`config.mk`:
```
export PLATFORM = sky130hd
export DESIGN_NAME = bmhq_ctrl
export DESIGN_NICKNAME = d
export VERILOG_FILES = /design/src/rtl/bmhq_pkg.sv /design/src/rtl/bmhq_ctrl.sv
export SDC_FILE = /design/constraint.sdc
export NUM_CORES = 1
export LEC_CHECK = 0
export BUFFER_PORTS_ARGS = -buffer_cell sky130_fd_sc_hd__buf_2
export CAP_MARGIN = 20
export CORE_AREA = 2 2 39 41
export DETAILED_ROUTE_END_ITERATION = 6
export DIE_AREA = 0 0 41 43
export PLACE_DENSITY = 0.58
export RECOVER_POWER = 25
export SETUP_SLACK_MARGIN = 0.1
export SYNTH_ARGS = -nofsm -noshare
export SYNTH_HDL_FRONTEND = slang
export SYNTH_SLANG_ARGS = --single-unit
export TNS_END_PERCENT = 5
```
`constraint.sdc`:
```
create_clock -name clk -period 1.6 [get_ports clk]
set_input_delay 0.32 -clock clk [delete_from_list [all_inputs] [get_ports clk]]
set_output_delay 0.32 -clock clk [all_outputs]
set_load 0.02 [all_outputs]
```
`src/rtl/bmhq_pkg.sv`:
```
// ---------------------------------------------------------------------------
// Heap queue package
// Sizes, types and controller/datapath interface structs.
// ---------------------------------------------------------------------------
`timescale 1ns / 1ps

package bmhq_pkg;

  localparam int CAPACITY    = 128;
  localparam int VALUE_WIDTH = 32;
  localparam int ADDR_W      = $clog2(CAPACITY);
  localparam int COUNT_W     = $clog2(CAPACITY + 1);

  typedef logic signed [VALUE_WIDTH-1:0] value_t;
  typedef logic [ADDR_W-1:0]             addr_t;
  typedef logic [COUNT_W-1:0]            cnt_t;
  typedef logic [COUNT_W:0]              kid_t;

  // Datapath operations issued by the controller, one per cycle.
  typedef enum logic [3:0] {
    DP_IDLE,
    DP_START,
    DP_PLACE,
    DP_RD_PARENT,
    DP_UP_STEP,
    DP_RD_LAST,
    DP_LOAD_LAST,
    DP_RD_KIDS,
    DP_DN_STEP
  } dp_op_t;

  typedef struct packed {
    dp_op_t op;
    logic   out_load;
  } cmd_t;

  typedef struct packed {
    logic go_up;
    logic go_down;
    logic at_root;
    logic up_greater;
    logic no_child;
    logic dn_stay;
  } status_t;

endpackage

```
`src/rtl/bmhq_ctrl.sv`:
```
// ---------------------------------------------------------------------------
// Heap queue controller
// Sequences push sift-up, pop sift-down and the result handshake.
// ---------------------------------------------------------------------------
`timescale 1ns / 1ps

module bmhq_ctrl (
  input  logic              clk,
  input  logic              rst,
  input  logic              in_valid,
  output logic              in_stall,
  output logic              out_valid,
  input  logic              out_stall,
  input  bmhq_pkg::status_t status,
  output bmhq_pkg::cmd_t    cmd
);

  typedef enum logic [2:0] {
    S_IDLE,
    S_UP_CHK,
    S_UP_CMP,
    S_POP_RD,
    S_POP_LD,
    S_DN_CHK,
    S_DN_CMP,
    S_FINISH
  } state_t;

  state_t state;
  state_t state_next;
  logic   slot_free;

  assign slot_free = !out_valid || !out_stall;
  assign in_stall  = (state != S_IDLE);

  always_comb begin
    state_next   = state;
    cmd.op       = bmhq_pkg::DP_IDLE;
    cmd.out_load = 1'b0;
    unique case (state)
      S_IDLE: begin
        if (in_valid) begin
          cmd.op = bmhq_pkg::DP_START;
          if (status.go_up) begin
            state_next = S_UP_CHK;
          end else if (status.go_down) begin
            state_next = S_POP_RD;
          end else begin
            state_next = S_FINISH;
          end
        end
      end
      S_UP_CHK: begin
        if (status.at_root) begin
          cmd.op     = bmhq_pkg::DP_PLACE;
          state_next = S_FINISH;
        end else begin
          cmd.op     = bmhq_pkg::DP_RD_PARENT;
          state_next = S_UP_CMP;
        end
      end
      S_UP_CMP: begin
        cmd.op     = bmhq_pkg::DP_UP_STEP;
        state_next = status.up_greater ? S_UP_CHK : S_FINISH;
      end
      S_POP_RD: begin
        cmd.op     = bmhq_pkg::DP_RD_LAST;
        state_next = S_POP_LD;
      end
      S_POP_LD: begin
        cmd.op     = bmhq_pkg::DP_LOAD_LAST;
        state_next = S_DN_CHK;
      end
      S_DN_CHK: begin
        if (status.no_child) begin
          cmd.op     = bmhq_pkg::DP_PLACE;
          state_next = S_FINISH;
        end else begin
          cmd.op     = bmhq_pkg::DP_RD_KIDS;
          state_next = S_DN_CMP;
        end
      end
      S_DN_CMP: begin
        cmd.op     = bmhq_pkg::DP_DN_STEP;
        state_next = status.dn_stay ? S_FINISH : S_DN_CHK;
      end
      S_FINISH: begin
        if (slot_free) begin
          cmd.out_load = 1'b1;
          state_next   = S_IDLE;
        end
      end
      default: begin
        state_next = S_IDLE;
      end
    endcase
  end

  always_ff @(posedge clk) begin
    if (rst) begin
      state     <= S_IDLE;
      out_valid <= 1'b0;
    end else begin
      state <= state_next;
      if (cmd.out_load) begin
        out_valid <= 1'b1;
      end else if (!out_stall) begin
        out_valid <= 1'b0;
      end
    end
  end

endmodule

```
# Yosys cells after proc, flatten, opt, wreduce, memory -nomap -nowiden
# Cells that the tools add are included.
# totals
rom_bits	0
latch_bits	0
ff_bits	4
memories	0
inputBits	10
word_cells	35
ramBits	0
out_inout_bits	7
# op_classes
addsub	0
n_lt_le_gt_ge	0
n_shift	0
n_reduce_logical	6
mul	0
div_mod_pow	0
bitwise	0
eq_ne	10
muxes	17
# ops
operator	n
$pmux W4 S7	1
$pmux W3 S8	1
$mux W3	7
$eq A3 B3 Y1 const B	4
$mux W1	7
$eq A3 B2 Y1 const B	2
$ne A2 B2 Y1 const B	2
$eq A3 B1 Y1 const B	1
$logic_not A3 Y1	1
$reduce_bool A3 Y1	1
$logic_not A1 Y1	2
$mux W2	1
$ne A2 B1 Y1 const B	1
$reduce_and A2 Y1	1
$logic_or A1 B1 Y1	1

# Depth between registers and ports, before layout
# Gate-level depths: netlist of the first run.
# depth
word_depth	5
mapped_depth	4
mapped_depth_nobuf	3

# Least setup slack after synthesis of the first run
# No wires, ideal clock.
# synth_path
path_type	reg2out
from	register state[2]
to	output port cmd[1] (netlist name)
n_path_buf	1
arrival_time_ns	1.198
stages_incl_launch_ff	5
required_time_ns	1.280
path_slack_ns	0.082
cell_sequence	dfxtp_1 buf_2 nand2_1 a2bb2oi_1 o21ai_0
# synth_rtl
item	line	text
from (decl)	bmhq_ctrl.sv:29	state_t state;
from (signal assigned)	bmhq_ctrl.sv:104	state <= state_next;
to (decl)	bmhq_ctrl.sv:15	output bmhq_pkg::cmd_t cmd

# Worst setup path in the final report of the first run
# layout_path
from	register state[1]
to	output port in_stall
# layout_between
elab_chain_len	1
# layout_lines
item	line	text
$reduce_bool A3 Y1	bmhq_ctrl.sv:34	assign in_stall = (state != S_IDLE);
to (decl)	bmhq_ctrl.sv:11	output logic in_stall,
# Every way passes these cells.

==> results.sh, run 1 <==
export IMPL_p_leak_nw=0.208
export IMPL_clk_pin_slew_worst_paths_ns=0.04
export IMPL_yosys_area_top_type="dfxtp_1"
export IMPL_grt_overflow=0
export IMPL_start_kind="flop"
export IMPL_rsz0062_at_grt="no"
export IMPL_synth_top_family_by_area="simple AND/OR/NAND/NOR gates"
export IMPL_grt_max_degree=15
export IMPL_area_growth_pct=52.5
export IMPL_hold_path_class="in2reg"
export IMPL_worstPathCellList="or3_4 -> buf_6"
export IMPL_ys_async_sr_fraction=0
export IMPL_dp_worst_setup_slack_ns=0.175
export IMPL_final_cells=77
export IMPL_syn_inst=41
export IMPL_synth_top_area_frac=0.269
export IMPL_setup_tns_ns=0
export IMPL_start_util=0.215
export IMPL_hpwl_um=584
export IMPL_dp_cells=70
export IMPL_cts_tree="done"
export IMPL_first_global_vias=288
export IMPL_cpPeakStageDelay_ns=0.40
export IMPL_antenna_found_initial=0
export IMPL_clock_sinks=4
export IMPL_slew_viol_final=0
export IMPL_max_slew_margin=0.838
export IMPL_cts_made_buffers=3
export IMPL_path_class="reg2out"
export IMPL_cp_depth=2
export IMPL_cp_top_family="simple AND/OR/NAND/NOR gates"
export IMPL_syn_area_per_cell_um2=7.26
export IMPL_crit_fanout=9
export IMPL_drive_above_1_share=0.443
export IMPL_synth_area_top_cells="dfxtp_1 27%, mux2i_1 6.7%, nand2_1 6.3%"
export IMPL_routed_wl_um=811
export IMPL_post_drt_wl_per_cell_um=10.5
export IMPL_synth_warning_count=0
export IMPL_synthAdderAreaFrac=0
export IMPL_die_y_um=43
export IMPL_grt_pass1_wl_mm=1.15
export IMPL_period_needed_ns=1.46
export IMPL_fmax_mhz=687
export IMPL_htree_num_levels=1
export IMPL_core_area_um2=1380
export IMPL_synth_compound_area_share=0.286
export IMPL_netlist_cell_type_count=21
export IMPL_rows=14
export IMPL_synth_nets=51
export IMPL_p_per_area_nw_per_um2=1120
export IMPL_post_drt_via_cell_ratio=4.78
export IMPL_cts_root_buf="clkbuf_4"
export IMPL_dr_pass1_iters=4
export IMPL_clkLatencyLatePin_ns=0.24
export IMPL_die_area_um2=1760
export IMPL_cp_slowest_cell="or3_4"
export IMPL_clk_path_buf_depth=2
export IMPL_skew_ns=0.0114
export IMPL_synthXorXnorAreaFrac=0
export IMPL_vias=368
export IMPL_drt_iter0_markers=12
export IMPL_synthMuxAreaShare=0.0672
export IMPL_reg2reg_depth=3
export IMPL_diodes=0
export IMPL_ant_nets=0
export IMPL_setup_viol=0
export IMPL_ys_seq_elements=4
export IMPL_drt_drc_violations_left=0
export IMPL_hold_path_cell_count=2
export IMPL_worstPathBufferInverterCount=1
export IMPL_crit_path_end_kind="primary output"
export IMPL_layout_setup_ws_ns=0.144
export IMPL_ioPinCount=17
export IMPL_grtUsageTotal=0.0994
export IMPL_status="finished, final reports clean"
export IMPL_worst_pin_slew_ns=0.244
export IMPL_syn_area_um2=298
export IMPL_portBuffers=16
export IMPL_hold_viol_final=0
export IMPL_fin_crit_sh=0.910
export IMPL_synth_ff_type="dfxtp_1"
export IMPL_irDropWorstVdd_mv=0.330
export IMPL_yosysSeqAreaShare=0.269
export IMPL_required_ns=1.28
export IMPL_die_w_um=41
export IMPL_cp_arrival_ns=1.14
export IMPL_gp_congestion=0.731
export IMPL_synth_edf_count=0
export IMPL_hold_slack_ns=0.254
export IMPL_fin_nets=73
export IMPL_maxCapViolCount=0
export IMPL_yosys_area_share_simple=0.328
## worst register-to-register path, cell delays in order (launching register included)
cell,delay (ns)
dfxtp_4,0.36
or3_4,0.41
or3_1,0.32
a31oi_1,0.16
## sequential cells by signal (all words and copies together) (netlist names)
register   flops
state          3
out_valid      1
## metal layers
metal | track usage | wire length [µm] | vias up
li1 | - | - | 189
met1 | 0.116 | 354 | 157
met2 | 0.150 | 382 | 18
met3 | 0.0314 | 60 | 4
met4 | 0.0600 | 14 | 0
met5 | 0 | 0 | -
## Yosys cell counts, types with 2 or more instances
cell type  instances
a21oi_1            3
a31oi_1            2
buf_2              3
dfxtp_1            4
mux2i_1            2
nand2_1            5
nand3_1            2
nor2_1             5
o21ai_0            2
o21bai_1           2
## final cells by class
| cell class | count | area (µm²) |
|---|---|---|
| sequential | 4 | 91.3 |
| timing repair buffer | 20 | 115 |
| clock buffer | 3 | 22.5 |
| fill | 161 | 930 |
| tap | 16 | 20.0 |
| multi-input combinational | 34 | 205 |
## what timing repair did
| action | CTS | global route |
|---|---|---|
| buffers inserted | 0 | 4 |
| hold buffers | 0 | 0 |
| gates resized for setup | 4 | 5 |
| setup endpoints to repair | 5 | 2 |
| gates cloned | 0 | 0 |
## final timing paths
path                            startpoint   endpoint  slack [ns]
worst max-delay path              state[1]   in_stall        0.14
worst min-delay path                   rst  out_valid        0.25
worst max register to register    state[1]   state[2]        0.28
worst min register to register   out_valid  out_valid        0.48
## power by group
part / internal, mW / total (mW) / switching (mW)
Clock: 0.0839 / 0.126 / 0.0423
Sequential: 0.120 / 0.159 / 0.0387
Combinational: 0.117 / 0.225 / 0.109
Total: 0.320 / 0.510 / 0.190
## cells by family (layout without fill, tap and decap cells)
| kind of cell | after synthesis | count (layout) |
|---|---|---|
| compound gates | 13 | 13 |
| buf+inv | 3 | 23 |
| flops | 4 | 4 |
| mux | 2 | 2 |
| simple gates | 19 | 19 |
## stage by stage
| stage | total power, mW | util | cell area, µm² |
|---|---|---|---|
| after floorplan | 0.287 | - | 298 |
| after global placement | 0.339 | 0.277 | 383 |
| after detailed placement | 0.341 | 0.277 | 383 |
| after CTS | 0.473 | 0.297 | 412 |
| after global routing | 0.543 | 0.328 | 454 |
| final | 0.510 | 0.328 | 454 |
## cells in the final DEF, fill, tap and decap left out, drive strengths merged
| cell type | n |
|---|---|
| buf | 19 |
| or3 | 2 |
| clkbuf | 4 |
| a2bb2oi | 1 |
| o21bai | 2 |
| dfxtp | 4 |
| a31oi | 2 |
| nand2b | 1 |
| o21ai | 2 |
| nand3b | 1 |
| and2 | 1 |
| nand2 | 5 |
| a211o | 1 |
| nand3 | 2 |
| mux2i | 2 |
| a21oi | 3 |
| and3 | 1 |
| a211oi | 1 |
| nor2 | 5 |
| o21a | 1 |
| nor2b | 1 |
No activity file was read; power rests on OpenSTA's default activity.
==> run 2, diff against run 1 <==
--- a/config.mk
+++ b/config.mk
@@ -7,10 +7,12 @@
 export LEC_CHECK = 0
 export BUFFER_PORTS_ARGS = -buffer_cell sky130_fd_sc_hd__buf_2
 export CAP_MARGIN = 20
-export CORE_AREA = 2 2 39 41
+export CELL_PAD_IN_SITES_DETAIL_PLACEMENT = 1
+export CELL_PAD_IN_SITES_GLOBAL_PLACEMENT = 2
+export CORE_MARGIN = 2
+export CORE_UTILIZATION = 19
 export DETAILED_ROUTE_END_ITERATION = 6
-export DIE_AREA = 0 0 41 43
-export PLACE_DENSITY = 0.58
+export PLACE_DENSITY = 0.82
 export RECOVER_POWER = 25
 export SETUP_SLACK_MARGIN = 0.1
 export SYNTH_ARGS = -nofsm -noshare
==> run 2 against run 1 <==
Effect of this change: via count fell by 1.4%; register-to-register slack is essentially flat; sequential share of layout area decreased by 0.17 points; cell count down 1.3%; clock skew is 0.0086 ns lower; setup slack got worse by 0.019 ns; worst hold slack got worse by 0.0042 ns; critical path depth unchanged; maximum frequency shrank 1.3%; largest power group unchanged.
==> results.sh, run 2 (synthesis gave the netlist of run 1 again) <==
export IMPL_status="finished, final reports clean"
export IMPL_clk_pin_slew_worst_paths_ns=0.04
export IMPL_setup_viol=0
export IMPL_required_ns=1.28
export IMPL_start_util=0.200
export IMPL_dr_pass1_iters=1
export IMPL_setup_tns_ns=0
export IMPL_grt_pass1_wl_mm=1.44
export IMPL_crit_path_end_kind="primary output"
export IMPL_cp_arrival_ns=1.16
export IMPL_die_y_um=43.6
export IMPL_worstReg2RegStart="state[1]"
export IMPL_ant_nets=0
export IMPL_min_from="rst"
export IMPL_layout_setup_ws_ns=0.125
export IMPL_die_area_um2=1900
export IMPL_gp_congestion=0.717
export IMPL_p_leak_nw=0.203
export IMPL_drive_above_1_share=0.433
export IMPL_final_cell_mix="14 x buf_2, 5 x nand2_1, 4 x nor2_1, 4 x buf_4"
export IMPL_max_slew_margin=0.834
export IMPL_hold_path_cell_count=2
export IMPL_grt_max_degree=15
export IMPL_rsz0062_at_grt="yes"
export IMPL_fin_nets=72
export IMPL_hold_path_class="in2reg"
export IMPL_path_class="reg2out"
export IMPL_cts_root_buf="clkbuf_4"
export IMPL_power_switching_uw=194
export IMPL_reg2reg_depth=3
export IMPL_hpwl_um=678
export IMPL_grt_overflow=0
export IMPL_first_global_vias=353
export IMPL_cts_made_buffers=3
export IMPL_vias=363
export IMPL_fmax_mhz=678
export IMPL_reg2reg_slack_ns=0.28
export IMPL_dp_worst_setup_slack_ns=0.183
export IMPL_clkLatencyLatePin_ns=0.23
export IMPL_htree_num_levels=1
export IMPL_portBuffers=16
export IMPL_clock_sinks=4
export IMPL_regMostFlops="state"
export IMPL_maxCapViolCount=0
export IMPL_rows=14
export IMPL_postCtsHoldBufs=0
export IMPL_core_area_um2=1490
export IMPL_worst_hold_path_endpoint="out_valid"
export IMPL_hold_viol_final=0
export IMPL_cts_tree="done"
export IMPL_routed_wl_um=918
export IMPL_period_needed_ns=1.48
export IMPL_combinationalPowerShare=0.442
export IMPL_post_drt_wl_per_cell_um=12.1
export IMPL_irDropWorstVdd_mv=0.279
export IMPL_p_per_area_nw_per_um2=1140
export IMPL_clk_path_buf_depth=2
export IMPL_final_util=0.299
export IMPL_area_growth_pct=49.6
export IMPL_die_w_um=43.6
export IMPL_grtUsageTotal=0.100
export IMPL_diodes=0
export IMPL_r2r_end="state[2]"
export IMPL_power_frac_seq=0.308
export IMPL_crit_fanout=8
export IMPL_drt_drc_violations_left=0
export IMPL_fin_crit_sh=0.922
export IMPL_drt_iter0_markers=0
export IMPL_switching_share=0.383
export IMPL_ioPinCount=17
export IMPL_antenna_found_initial=0
export IMPL_intPower_uw=312
export IMPL_post_drt_via_cell_ratio=4.78
export IMPL_reg_largest_list="state: 3 flops, out_valid: 1 flops"
export IMPL_num_fill_cells=190
export IMPL_slew_viol_final=0
export IMPL_final_common_cell="buf_2"
export IMPL_worst_pin_slew_ns=0.248
export IMPL_largest_register_ffs=3
export IMPL_start_kind="flop"
export IMPL_skew_ns=0.00285
export IMPL_pwr_share_clk=0.249
run 2: how the worst max path moves through the flow:
stage                         from  depth (start not counted)  slack, ns        to
after floorplan           state[2]                          4       0.23    cmd[1]
after global placement    state[2]                          4       0.21    cmd[1]
after detailed placement  state[2]                          4       0.18    cmd[1]
after CTS                 state[2]                          2       0.10  in_stall
after global routing      state[1]                          2       0.08  in_stall
final                     state[1]                          2       0.12  in_stall
run 2: worst max-delay path, stage by stage, from the launching register on:
cell	delay, ns
dfxtp_2	0.35
or3_4	0.40
buf_2	0.17
run 2: routing by layer:
metal / GRT usage / part of all wire / vias up
li1: - / - / 185
met1: 0.127 / 0.44 / 165
met2: 0.162 / 0.50 / 11
met3: 0.0167 / 0.041 / 2
met4: 0.0545 / 0.019 / 0
met5: 0 / 0 / -
run 2: per-stage QoR:
stage          power [mW]  instances  hold slack, ns  area (µm²)
2_1_floorplan       0.287         41           0.389         298
3_3_place_gp        0.347         71           0.472         390
3_5_place_dp        0.349         71           0.485         390
4_1_cts             0.489         74           0.244         422
5_1_grt             0.545         76           0.274         445
6_report            0.506         76           0.249         445
run 2: power groups by stage:
| stage | Clock (mW) | Combinational (mW) | Sequential [mW] |
|---|---|---|---|
| after detailed placement | 0 | 0.196 | 0.154 |
| after CTS | 0.132 | 0.198 | 0.159 |
| after global placement | 0 | 0.193 | 0.154 |
| final | 0.126 | 0.224 | 0.156 |
| after floorplan | 0 | 0.162 | 0.124 |
| after global routing | 0.137 | 0.246 | 0.162 |
run 2: area by class of cell:
cell class,count,area [µm²],area share
clock buffers,3,22.5,0.0506
well taps,16,20.0,0.0449
repair buffers,19,104,0.233
flip-flops and latches,4,88.8,0.199
multi-input cells,34,210,0.472
run 2: what timing repair did:
action	4_1_cts	5_1_grt
endpoints found under the setup margin	6	2
buffers inserted	0	2
gates resized for setup	5	5
pin swaps	0	0
==> run 3, diff against run 2 <==
--- a/config.mk
+++ b/config.mk
@@ -12,7 +12,7 @@
 export CORE_MARGIN = 2
 export CORE_UTILIZATION = 19
 export DETAILED_ROUTE_END_ITERATION = 6
-export PLACE_DENSITY = 0.82
+export PLACE_DENSITY = 0.73
 export RECOVER_POWER = 25
 export SETUP_SLACK_MARGIN = 0.1
 export SYNTH_ARGS = -nofsm -noshare
==> run 3 against run 2 <==
Effect of this change: count of clock-buffer cells in the layout unchanged; setup slack improved by 0.0049 ns; design area increased by 6.7%; cell count increased by 3.9%; first-iteration DRC count increased by 6; sequential power about the same; sequential share of layout area decreased by 0.73 points; highest routed layer unchanged; die area unchanged; clock skew increased by 0.00066 ns; largest power group unchanged.
==> results.sh, run 3 (synthesis gave the netlist of run 1 again) <==
export IMPL_antenna_found_initial=0
export IMPL_worst_pin_slew_ns=0.257
export IMPL_grtUsageTotal=0.118
export IMPL_p_per_area_nw_per_um2=1130
export IMPL_final_cell_mix="12 x buf_2, 9 x buf_4, 5 x nand2_1, 4 x nor2_1"
export IMPL_worstPathCellList="or3_4 -> buf_4"
export IMPL_place_area_um2=390
export IMPL_layout_setup_ws_ns=0.130
export IMPL_crit_fanout=8
export IMPL_vias=370
export IMPL_clk_path_buf_depth=2
export IMPL_final_common_cell="buf_2"
export IMPL_start_kind="flop"
export IMPL_cts_tree="done"
export IMPL_post_drt_via_cell_ratio=4.68
export IMPL_ant_nets=0
export IMPL_cp_top_family="simple AND/OR/NAND/NOR gates"
export IMPL_final_cell_area_um2=475
export IMPL_fin_crit_sh=0.919
export IMPL_core_area_um2=1490
export IMPL_period_needed_ns=1.47
export IMPL_dr_pass1_iters=2
export IMPL_clk_pin_slew_worst_paths_ns=0.04
export IMPL_irDropWorstVdd_mv=0.286
export IMPL_skew_ns=0.00351
export IMPL_diodes=0
export IMPL_grt_overflow=0
export IMPL_hold_path_class="in2reg"
export IMPL_first_global_vias=375
export IMPL_crit_path_end_kind="primary output"
export IMPL_portBuffers=16
export IMPL_reg_largest_list="state: 3 flops, out_valid: 1 flops"
export IMPL_rows=14
export IMPL_drt_iter0_markers=6
export IMPL_fin_nets=75
export IMPL_ioPinCount=17
export IMPL_largest_register_ffs=3
export IMPL_p_leak_nw=0.220
export IMPL_power_total_uw=536
export IMPL_maxCapViolCount=0
export IMPL_die_area_um2=1900
export IMPL_die_w_um=43.6
export IMPL_cts_root_buf="clkbuf_4"
export IMPL_setup_tns_ns=0
export IMPL_htree_num_levels=1
export IMPL_area_growth_pct=59.7
export IMPL_cp_slowest_cell="or3_4"
export IMPL_status="finished, final reports clean"
export IMPL_post_drt_wl_per_cell_um=12.5
export IMPL_grt_max_degree=13
export IMPL_gp_congestion=0.710
export IMPL_cpPeakStageDelay_ns=0.38
export IMPL_drt_drc_violations_left=0
export IMPL_rsz0062_at_grt="yes"
export IMPL_dp_worst_setup_slack_ns=0.188
export IMPL_path_class="reg2out"
export IMPL_required_ns=1.28
export IMPL_max_slew_margin=0.827
export IMPL_final_util=0.319
export IMPL_clock_sinks=4
export IMPL_regMostFlops="state"
export IMPL_hold_viol_final=0
export IMPL_num_fill_cells=189
export IMPL_fmax_mhz=680
export IMPL_cts_made_buffers=3
export IMPL_setup_viol=0
export IMPL_slew_viol_final=0
export IMPL_drive_above_1_share=0.460
export IMPL_start_util=0.200
export IMPL_die_y_um=43.6
export IMPL_clkLatencyLatePin_ns=0.24
export IMPL_hpwl_um=694
export IMPL_cp_arrival_ns=1.15
export IMPL_grt_pass1_wl_mm=1.64
export IMPL_routed_wl_um=984
export IMPL_worstPathBufferInverterCount=1
-- run 3: cell type report --
cell class,instances,area (µm²),area share
clock buffer,3,22.5,0.0474
multi-input combinational,34,210,0.442
sequential,4,91.3,0.192
tap,16,20.0,0.0421
timing repair buffer,22,131,0.276
-- run 3: worst paths after layout --
path / start / end / slack [ns] / cells after the start
worst max-delay path: state[2] / in_stall / 0.13 / 2
worst min-delay path: rst / out_valid / 0.27 / 2
worst max register to register: state[2] / state[2] / 0.32 / 3
worst min register to register: out_valid / out_valid / 0.50 / 2
-- run 3: routing by layer --
layer  wire [µm]  share of wire  up-vias  track usage
met4          14          0.014        0        0.109
met2         469           0.48       10        0.182
met1         464           0.47      164        0.139
met5           0              0        -            0
li1            -              -      194            -
met3          35          0.036        2       0.0167
-- run 3: metrics by stage --
stage | hold WS, ns | std cells
6_report | 0.271 | 79
3_3_place_gp | 0.476 | 71
4_1_cts | 0.263 | 77
2_1_floorplan | 0.389 | 41
3_5_place_dp | 0.510 | 71
5_1_grt | 0.274 | 79
-- run 3: report_power, final --
part           total [mW]  internal [mW]  switching (mW)
clock network       0.127         0.0840          0.0429
logic               0.255          0.133           0.122
registers           0.154          0.120          0.0344
-- run 3: timing repair --
action / in CTS / in global routing
setup buffers: 3 / 2
hold buffers: 0 / 0
setup endpoints to repair: 6 / 5
gates resized for setup: 6 / 5
